--- src/pirl_pkg.sv ---
// ----------------------------------------------------------------------------
// pirl_pkg
// Shared types and constants for the positional insert/remove list.
// ----------------------------------------------------------------------------
package pirl_pkg;

	localparam int POS_W = 5;
	localparam int LEN_W = 5;
	localparam int VAL_W = 32;

	// request codes
	localparam logic ACT_INSERT = 1'b0;
	localparam logic ACT_REMOVE = 1'b1;

	// value returned on everything but an accepted remove
	localparam logic signed [VAL_W-1:0] REJECT_VALUE = 32'sd1;

	typedef struct packed {
		logic                    action;
		logic [POS_W-1:0]        position;
		logic signed [VAL_W-1:0] value;
	} pirl_in_t;

	typedef struct packed {
		logic                    accepted;
		logic signed [VAL_W-1:0] removed_value;
		logic [LEN_W-1:0]        length;
	} pirl_out_t;

	typedef enum logic [2:0] {
		ST_IDLE,
		ST_EXEC,
		ST_SHIFT,
		ST_PUT,
		ST_FINISH
	} pirl_state_t;

endpackage

--- src/positional_insert_remove_list_top.sv ---
// Sequence: a rejected request goes from the execute state straight to the finish state. An accepted
// insert moves count-position entries at one entry per cycle, then writes its value (at the tail it
// only writes); an accepted remove reads its entry and moves the entries above it down by one.
// Throughput: one request at a time; in_ready rises with out_valid once the output register is
// free. Reset clears the length and control state;
// the entry store is not cleared (no clearing pass), entries are written before use.
// ----------------------------------------------------------------------------
// positional_insert_remove_list_top
// Ordered list of signed 32-bit values with insert and remove at a position.
// ----------------------------------------------------------------------------
module positional_insert_remove_list_top import pirl_pkg::*; #(
	parameter int DEPTH = 16
) (
	input  logic      clk,
	input  logic      arst_n,
	input  logic      in_valid,
	output logic      in_ready,
	input  pirl_in_t  in_data,
	output logic      out_valid,
	input  logic      out_ready,
	output pirl_out_t out_data
);

	// address width, count width, and a common width for position/count compares
	localparam int AW   = (DEPTH > 1) ? $clog2(DEPTH) : 1;
	localparam int CW   = $clog2(DEPTH + 1);
	localparam int CMPW = (CW > POS_W) ? CW : POS_W;

	// control state
	pirl_state_t state_q, state_d;
	logic [CW-1:0] count_q, count_d;
	logic          out_valid_q, out_valid_d;
	pirl_out_t     out_q, out_d;

	// request and walk registers
	pirl_in_t               req_q, req_d;
	logic                   ok_q, ok_d;
	logic [AW-1:0]          idx_q, idx_d;     // next entry to read
	logic [AW-1:0]          last_q, last_d;   // final entry to read
	logic [AW-1:0]          prev_q, prev_d;   // entry read in the last cycle
	logic                   more_q, more_d;   // reads still to issue
	logic                   pend_q, pend_d;   // read data arrives this cycle
	logic                   head_q, head_d;   // remove: next data is the removed entry
	logic signed [VAL_W-1:0] got_q, got_d;

	// RAM port
	logic                we;
	logic [AW-1:0]       waddr;
	logic [VAL_W-1:0]    wdata;
	logic                re;
	logic [AW-1:0]       raddr;
	logic [VAL_W-1:0]    rdata;

	// range checks
	logic [CMPW-1:0] pos_ext;
	logic [CMPW-1:0] cnt_ext;
	logic [AW-1:0]   pos_a;
	logic [CW-1:0]   cnt_m1;
	logic            is_ins;
	logic            ins_ok;
	logic            rem_ok;

	assign pos_ext = CMPW'(req_q.position);
	assign cnt_ext = CMPW'(count_q);
	assign pos_a   = pos_ext[AW-1:0];
	assign cnt_m1  = count_q - CW'(1);
	assign is_ins  = (req_q.action == ACT_INSERT);
	// insert fits at any position up to the length, unless the list is full
	assign ins_ok  = is_ins && (pos_ext <= cnt_ext) && (cnt_ext != CMPW'(DEPTH));
	// remove needs an existing entry
	assign rem_ok  = !is_ins && (pos_ext < cnt_ext);

	pirl_ram #(
		.WIDTH(VAL_W),
		.DEPTH(DEPTH)
	) u_entries (
		.clk  (clk),
		.we   (we),
		.waddr(waddr),
		.wdata(wdata),
		.re   (re),
		.raddr(raddr),
		.rdata(rdata)
	);

	// next state
	always_comb begin
		state_d = state_q;
		unique case (state_q)
			ST_IDLE: begin
				if (in_valid) begin
					state_d = ST_EXEC;
				end
			end
			ST_EXEC: begin
				priority if (!(ins_ok || rem_ok)) begin
					state_d = ST_FINISH;
				end else if (rem_ok) begin
					state_d = ST_SHIFT;
				end else if (pos_ext != cnt_ext) begin
					state_d = ST_SHIFT;
				end else begin
					state_d = ST_PUT;
				end
			end
			ST_SHIFT: begin
				// last read data is written back in the cycle more_q is low
				if (!more_q) begin
					state_d = is_ins ? ST_PUT : ST_FINISH;
				end
			end
			ST_PUT: begin
				state_d = ST_FINISH;
			end
			ST_FINISH: begin
				if (!out_valid_q || out_ready) begin
					state_d = ST_IDLE;
				end
			end
			default: begin
				state_d = ST_IDLE;
			end
		endcase
	end

	// datapath and outputs
	always_comb begin
		req_d       = req_q;
		ok_d        = ok_q;
		idx_d       = idx_q;
		last_d      = last_q;
		prev_d      = prev_q;
		more_d      = more_q;
		pend_d      = 1'b0;
		head_d      = head_q;
		got_d       = got_q;
		count_d     = count_q;
		out_d       = out_q;
		out_valid_d = out_valid_q;
		we          = 1'b0;
		waddr       = pos_a;
		wdata       = req_q.value;
		re          = 1'b0;
		raddr       = idx_q;

		if (out_valid_q && out_ready) begin
			out_valid_d = 1'b0;
		end

		unique case (state_q)
			ST_IDLE: begin
				if (in_valid) begin
					req_d = in_data;
				end
			end
			ST_EXEC: begin
				ok_d   = ins_ok || rem_ok;
				head_d = 1'b0;
				if (is_ins) begin
					// walk from the tail down to the insert point
					idx_d  = cnt_m1[AW-1:0];
					last_d = pos_a;
					more_d = ins_ok && (pos_ext != cnt_ext);
				end else begin
					// walk from the removed entry up to the tail
					idx_d  = pos_a;
					last_d = cnt_m1[AW-1:0];
					more_d = rem_ok;
					head_d = 1'b1;
				end
			end
			ST_SHIFT: begin
				if (more_q) begin
					re     = 1'b1;
					pend_d = 1'b1;
					prev_d = idx_q;
					if (idx_q == last_q) begin
						more_d = 1'b0;
					end else begin
						idx_d = is_ins ? idx_q - AW'(1) : idx_q + AW'(1);
					end
				end
				if (pend_q) begin
					wdata = rdata;
					if (is_ins) begin
						we    = 1'b1;
						waddr = prev_q + AW'(1);
					end else if (head_q) begin
						got_d  = rdata;
						head_d = 1'b0;
					end else begin
						we    = 1'b1;
						waddr = prev_q - AW'(1);
					end
				end
			end
			ST_PUT: begin
				we    = 1'b1;
				waddr = pos_a;
				wdata = req_q.value;
			end
			ST_FINISH: begin
				if (!out_valid_q || out_ready) begin
					if (ok_q) begin
						count_d = is_ins ? count_q + CW'(1) : count_q - CW'(1);
					end
					out_d.accepted      = ok_q;
					out_d.removed_value = (ok_q && !is_ins) ? got_q : REJECT_VALUE;
					out_d.length        = LEN_W'(CMPW'(count_d));
					out_valid_d         = 1'b1;
				end
			end
			default: begin
			end
		endcase
	end

	always_ff @(posedge clk or negedge arst_n) begin
		if (!arst_n) begin
			state_q     <= ST_IDLE;
			count_q     <= '0;
			out_valid_q <= 1'b0;
			more_q      <= 1'b0;
			pend_q      <= 1'b0;
			head_q      <= 1'b0;
			ok_q        <= 1'b0;
		end else begin
			state_q     <= state_d;
			count_q     <= count_d;
			out_valid_q <= out_valid_d;
			more_q      <= more_d;
			pend_q      <= pend_d;
			head_q      <= head_d;
			ok_q        <= ok_d;
		end
	end

	// payload registers, no reset
	always_ff @(posedge clk) begin
		req_q  <= req_d;
		idx_q  <= idx_d;
		last_q <= last_d;
		prev_q <= prev_d;
		got_q  <= got_d;
		out_q  <= out_d;
	end

	assign in_ready  = (state_q == ST_IDLE);
	assign out_valid = out_valid_q;
	assign out_data  = out_q;

`ifndef SYNTHESIS
	// the length never passes the capacity
	a_count_range: assert property (@(posedge clk) disable iff (!arst_n)
		count_q <= CW'(DEPTH))
		else $error("list length above capacity");

	// the length moves by at most one entry per request
	a_count_step: assert property (@(posedge clk) disable iff (!arst_n)
		(count_q != $past(count_q)) |->
		((count_q == $past(count_q) + CW'(1)) || (count_q + CW'(1) == $past(count_q))))
		else $error("length changed by more than one");

	// a new result is only loaded from the finish step
	a_out_load: assert property (@(posedge clk) disable iff (!arst_n)
		$rose(out_valid_q) |-> ($past(state_q) == ST_FINISH))
		else $error("result loaded outside finish step");

	// entry store is never written while waiting for a request
	a_no_idle_write: assert property (@(posedge clk) disable iff (!arst_n)
		(state_q == ST_IDLE) |-> !we)
		else $error("entry write while idle");
`endif

endmodule

--- src/pirl_ram.sv ---
// ----------------------------------------------------------------------------
// pirl_ram
// Generic simple dual-port RAM: one write port, one read port, registered read.
// ----------------------------------------------------------------------------
module pirl_ram #(
	parameter int WIDTH = 32,
	parameter int DEPTH = 16
) (
	input  logic                     clk,
	input  logic                     we,
	input  logic [$clog2(DEPTH)-1:0] waddr,
	input  logic [WIDTH-1:0]         wdata,
	input  logic                     re,
	input  logic [$clog2(DEPTH)-1:0] raddr,
	output logic [WIDTH-1:0]         rdata
);

	logic [WIDTH-1:0] mem_q [DEPTH];

	always_ff @(posedge clk) begin
		if (we) begin
			mem_q[waddr] <= wdata;
		end
		if (re) begin
			rdata <= mem_q[raddr];
		end
	end

endmodule

--- config.mk ---
export PLATFORM = sky130hd
export DESIGN_NAME = positional_insert_remove_list_top
export DESIGN_NICKNAME = d
export VERILOG_FILES = /design/src/pirl_pkg.sv /design/src/positional_insert_remove_list_top.sv /design/src/pirl_ram.sv
export SDC_FILE = /design/constraint.sdc
export NUM_CORES = 1
export LEC_CHECK = 0
export BUFFER_PORTS_ARGS = -buffer_cell sky130_fd_sc_hd__clkbuf_2
export CELL_PAD_IN_SITES_DETAIL_PLACEMENT = 0
export CELL_PAD_IN_SITES_GLOBAL_PLACEMENT = 2
export CORE_ASPECT_RATIO = 0.7
export CORE_MARGIN = 1.5
export CORE_UTILIZATION = 53
export DETAILED_ROUTE_END_ITERATION = 12
export HOLD_SLACK_MARGIN = 0.05
export PLACE_DENSITY = 0.93
export SLEW_MARGIN = 10
export SYNTH_ARGS = -nofsm -noshare
export SYNTH_HDL_FRONTEND = slang
export SYNTH_SLANG_ARGS = --single-unit
--- constraint.sdc ---
create_clock -name clk -period 10.1 [get_ports clk]
set_input_delay 0.505 -clock clk [delete_from_list [all_inputs] [get_ports clk]]
set_output_delay 0.505 -clock clk [all_outputs]
set_load 0.02 [all_outputs]
* After elaboration in Yosys (flattened, before gate mapping)
Memories as Yosys holds them, arrays and structs flattened. A register that Yosys moved wholly into a read port is not among the register bits. Index checks and enable logic that the tools add are counted.
Word-level totals: bits in registers 133, latch bits 0, bits in writable memories 512, memory bits (read-only) 0, input port bits 42, output and inout bits 40, word-level logic and storage cells 100, memories kept 1
Cells by class: add/sub/neg operators 6, multipliers 0, divide/modulo/power cells 0, order comparisons 2, equal/unequal tests 14, shift operators 0, mux-type cells 41, bitwise operators 1, reduce and logical (&&, ||, !) cells 18
Memories:
- u_entries.mem_q | words 16, bits a word 32, rd ports 1, clocked after Yosys merged registers in 1, write ports 1, RTL line pirl_ram.sv:18 | logic [WIDTH-1:0] mem_q [DEPTH];
Operator list (number):
- 32-bit two-way mux | 2
- 4-bit two-way mux | 9
- 1-bit two-way mux | 18
- 3-bit two-way mux | 5
- 3-bit one-hot mux with 5 select lines | 1
- 2-bit != test, second input constant | 7
- 5-bit two-way mux | 2
- 3-bit AND reduction | 3
- 4-bit by 1-bit adder with 4-bit output, second input constant | 2
- 4-bit one-hot mux with 2 select lines | 1
- 4-bit by 1-bit subtractor with 4-bit output, second input constant | 2
- 3-bit by 2-bit == test with 1-bit output, second input constant | 2
- 1-bit logical AND | 6
- 1-bit one-hot mux with 2 select lines | 3
- 2-bit AND reduction | 3
- 5-bit by 1-bit adder with 5-bit output, second input constant | 1
- 5-bit less-or-equal comparator | 1
- 5-bit less-than comparator | 1
- 5-bit != test | 1
- 5-bit != test, second input constant | 1
- 5-bit by 1-bit subtractor with 5-bit output, second input constant | 1
- 4-bit == test | 1
- 4-bit AND reduction | 1
- 3-bit by 1-bit == test with 1-bit output, second input constant | 1
- 6 further kinds | 7

* Logic depth before layout (Yosys ltp)
depth in word-level cells 6, gate-level depth with buffers 8, depth with buffers taken out 7

* Modules after synthesis
A second synthesis with hierarchy kept.
Unflattened totals: cell total of the unflattened synthesis 1205, area total of the unflattened synthesis 25756.0 um2
By module, submodules not included:
- pirl_ram | times used 1, cells an instance 838, area each 20155.6 um2, seq. area each 16335.7 um2
- positional_insert_remove_list_top | times used 1, cells an instance 367, area each 5600.4 um2, seq. area each 3928.8 um2

* Worst setup path before layout
OpenSTA, ideal clock, no wires.
kind register to register, start reg prev_q[0], end mem u_entries.mem_q[12][0], enable pin, library setup time 0.461 ns, arrival 3.770 ns, data required time 9.639 ns, setup slack 5.869 ns, cell stages (with the launch flop) 7, path buffers 0, period minus slack after synthesis 4.231 ns, cells stage by stage edfxtp_1 inv_1 ha_1 and3_1 a2111oi_2 nand2_1 nor3_1
Between the ends: word-level cells in the longest chain between the ends 5, elaborated cells on any way between the ends 6, classes of those cells 2 x add/sub; 4 x mux
Ends and longest elaborated chain:
- from (decl) | RTL line positional_insert_remove_list_top.sv:40 | logic [AW-1:0] prev_q, prev_d;
- from (signal assigned) | RTL line positional_insert_remove_list_top.sv:243 | prev_q <= prev_d;
- 4-bit by 1-bit subtractor with 4-bit output | RTL line positional_insert_remove_list_top.sv:193 | waddr = prev_q - AW'(1);
- 4-bit two-way mux | RTL line positional_insert_remove_list_top.sv:188 | end else if (head_q) begin
- 4-bit two-way mux (*) | RTL line positional_insert_remove_list_top.sv:185 | if (is_ins) begin
- 4-bit two-way mux (*) | RTL line positional_insert_remove_list_top.sv:183 | if (pend_q) begin
- 4-bit two-way mux (*) | RTL line positional_insert_remove_list_top.sv:150 | unique case (state_q)
- to (decl) | RTL line pirl_ram.sv:18
Mark *: on every way between the ends. The rest lies on a longest branch, timed or not.

* Final worst setup path
start reg req_q[37] in the netlist's numbering, end mem u_entries.mem_q[5][18], enable pin
Between the ends: word-level cells in the longest chain between the ends 5, elaborated cells on any way between the ends 8, classes of those cells 8 x mux
Ends and longest elaborated chain:
- from (decl) | RTL line positional_insert_remove_list_top.sv:36 | pirl_in_t req_q, req_d;
- from (signal assigned) | RTL line positional_insert_remove_list_top.sv:240 | req_q <= req_d;
- 1-bit two-way mux | RTL line positional_insert_remove_list_top.sv:185
- 1-bit two-way mux | RTL line positional_insert_remove_list_top.sv:183
- 1-bit one-hot mux with 2 select lines | RTL line positional_insert_remove_list_top.sv:150
- 1-bit two-way mux | RTL line pirl_ram.sv:21 | if (we) begin
- 1-bit two-way mux (not written as such) | RTL line pirl_ram.sv:22 | mem_q[waddr] <= wdata;
Parallel ways exist; a longest one is shown, timed or not.

==> flow_summary.ini <==
[grt]
grt_max_degree = 128
met1_usage = 0.3308
antenna_found_initial = 0
grt_pass1_wl_um = 80530
grt.total_usage = 0.2196
busiest_layer = met2
grt-ovfl-total = 0
first_global_vias = 12400
use_met3 = 0.04326
grt_util_met2 = 0.3403

[synthesis]
ys_seq_elements = 677
ys_async_sr_fraction = 0.01920
ys.flop_type = edfxtp_1
yosysUniqueCellTypes = 50
synth_top_area_cell = edfxtp_1
syn_area_sq_um = 25990
synth_edf_count = 664
post_synth.cell_area_avg_sq_um = 21.34
syn_inst = 1218
syn-num-nets = 1272
yosysSeqAreaShare = 0.7797
synthTopCellsByArea = edfxtp_1, mux4_2, nand2_1
yosysTopAreaCellShare = 0.7672
yosysWarnings = 0

[drt]
drtAntennaViolNets = 0
vias = 12280
drt_iter0_markers = 1494
wl_um = 53530
first_pass_iters = 5
drc = 0
wl_per_cell_um = 26.25
routed_via_density = 6.023

[die]
dieArea_sq_um = 50400
core_sq_um = 48120
num_rows = 67
io_pins = 82
die_x_um = 267.7
start_util = 0.5401
die_y_um = 188.3

[clock_network]
clock_path_buffers = 3
cts_setup_buffers = 0
cts_root_buf = clkbuf_16
cts_hold_buf = 10
insertion_delay_ns = 0.61
cts_resized = 0
cts_tree = built
path_clk_slew_ns = 0.07
htreeDepth = 2
cts.sink_count = 677
numCtsBuffers = 59

[final_layout]
fin_area_sq_um = 29350
nFillCells = 3305
nets = 1390
antenna_cells = 0
area_delta_synth_final_pct = 12.91
drive_above_1_share = 0.2717
utilization = 0.6099

[critical_path]
cp_max_fo = 57
setup.worst_path.start = req_q[37]
worst_setup_path_end_kind = register
r2r_start = req_q[37]
ff2ff_path_depth = 7
critical_path_required_ns = 10.36
r2r_setup_slack_ns = 6.39
worstPathArrival_ns = 3.97
r2r-end = u_entries.mem_q[5][18]
critPathKind = reg2reg
startpoint_type = register

[timing]
fin_crit_sh = 0.3669
drv_slew = 0
finalSetupViolCount = 0
fmax_mhz = 269.8
maxSlewHeadroom = 0.2445
clock_skew_ns = 0.01585
min_period_ns = 3.706
worst_pin_slew_ns = 1.133
finalHoldViolations = 0
whs_ns = 0.08016
fin_setup_tns_ns = 0
rsz0062_at_grt = no

[min_path]
hold_path.startpoint = in_data[32]
hp-class = in2reg
hold_depth = 1
worstHoldEndpoint = pos_ext[0]

[placed_design]
place.gp.congestion = 0.7745
placed_area_sq_um = 27240
dp_hpwl_um = 26720
port_buffers = 81

[pwr]
p_per_area_nw_per_um2 = 246.4
irDropWorstVdd_mv = 0.2134
leakagePower_nw = 9.674

[run_status]
status = finished clean

[run]
max-cap-violations = 0
-- cells in the final DEF (no fill, tap or decap), types with 4 or more instances in the layout --
cell	n
a21oi_1	9
a31oi_1	4
a32oi_1	4
and3_1	34
buf_4	28
bufinv_16	10
clkbuf_1	6
clkbuf_16	60
clkbuf_2	81
clkinv_1	14
clkinv_2	13
clkinvlp_4	4
dfrtp_1	13
dlygate4sd3_1	11
edfxtp_1	664
ha_1	11
inv_1	15
mux4_1	9
mux4_2	151
nand2_1	117
nand2b_1	8
nand3_1	6
nor2_1	23
nor2_4	13
nor2b_1	5
nor3_2	5
o21ai_0	10
xnor2_1	13
xor2_1	5
-- worst max-delay path by stage --
stage | to | cells past startpoint
3_5_place_dp | u_entries.mem_q[4][4] | 7
4_1_cts | u_entries.mem_q[4][15] | 7
6_report | u_entries.mem_q[5][18] | 7
2_1_floorplan | u_entries.mem_q[12][0] | 6
3_3_place_gp | u_entries.mem_q[4][5] | 7
5_1_grt | u_entries.mem_q[5][30] | 7
-- cell families (layout without fill, tap and decap cells) --
kind of cell / count (synthesis) / after routing / share of synthesized area
flops: 677 / 677 / 0.7797
simple gates: 223 / 223 / 0.03924
mux: 164 / 164 / 0.1415
buf+inv: 79 / 245 / 0.01545
compound gates: 45 / 45 / 0.01194
xor+xnor: 18 / 18 / 0.006066
fa+ha+maj: 12 / 12 / 0.006066
-- cell type report --
cell class	instances	area (sq um)	area share
multi-input combinational	462	5463	0.1862
timing repair buffer	121	745.7	0.02541
clock inverter	43	473.0	0.01612
clock buffer	66	1524	0.05193
sequential	677	20260	0.6905
tap	655	819.5	0.02793
inverter	15	56.30	0.001919
-- metrics by stage --
stage / setup WS [ns] / cells / total power [mW]
2_1_floorplan: 5.869 / 1218 / 4.612
3_3_place_gp: 6.503 / 1919 / 4.941
3_5_place_dp: 6.397 / 1919 / 4.978
4_1_cts: 6.401 / 2038 / 7.293
5_1_grt: 6.109 / 2039 / 7.525
6_report: 6.394 / 2039 / 7.232
-- power by group --
| group | internal [mW] | leakage (nW) | switching [mW] |
|---|---|---|---|
| clock network | 1.34 | 0.973 | 0.981 |
| registers | 3.38 | 6.17 | 0.0845 |
| logic | 0.641 | 2.53 | 0.808 |
| total | 5.36 | 9.67 | 1.87 |
-- state kept, by name (all words and copies together), names as in the netlist --
signal and count:
last_q 4, head_q 1, req_q 33, got_q 32, u_entries.mem_q 512, ok_q 1
idx_q 4, cnt_ext 5, out_data 38, state_q 3, pend_q 1, u_entries.rdata 32
out_valid 1, more_q 1, prev_q 4, pos_ext 5
-- worst max-delay path, cell delays in order, from the launching register on --
cell and delay (ns):
edfxtp_1 0.32, buf_4 0.51, inv_1 0.44, and3_1 0.28, a2111oi_2 0.44, nand2_1 0.33
nor2_4 0.61, buf_4 0.44
-- cells in the mapped netlist, types with 3 or more instances --
cell      number
o21ai_0       10
clkbuf_1      30
xor2_1         5
nand2b_1       8
inv_1         15
mux4_2       151
and3_1        35
nand3_1        6
mux2i_1        3
buf_6         10
ha_1          11
a32oi_1        4
nor2b_1        5
mux4_1         9
dfrtp_1       13
nand2_1      117
buf_1         12
xnor2_1       13
edfxtp_1     664
nor2_1        36
a31oi_1        4
a21oi_1        9
nor3_1         8
buf_2          9
-- per-layer routing --
layer  vias up  routed length, um  share of wire
met4         0                762          0.014
li1       5203                  -              -
met5         -                  0              0
met3        69               4377          0.082
met1      6448              22930           0.43
met2       561              25460           0.48
(Power assumes the default switching activity.)
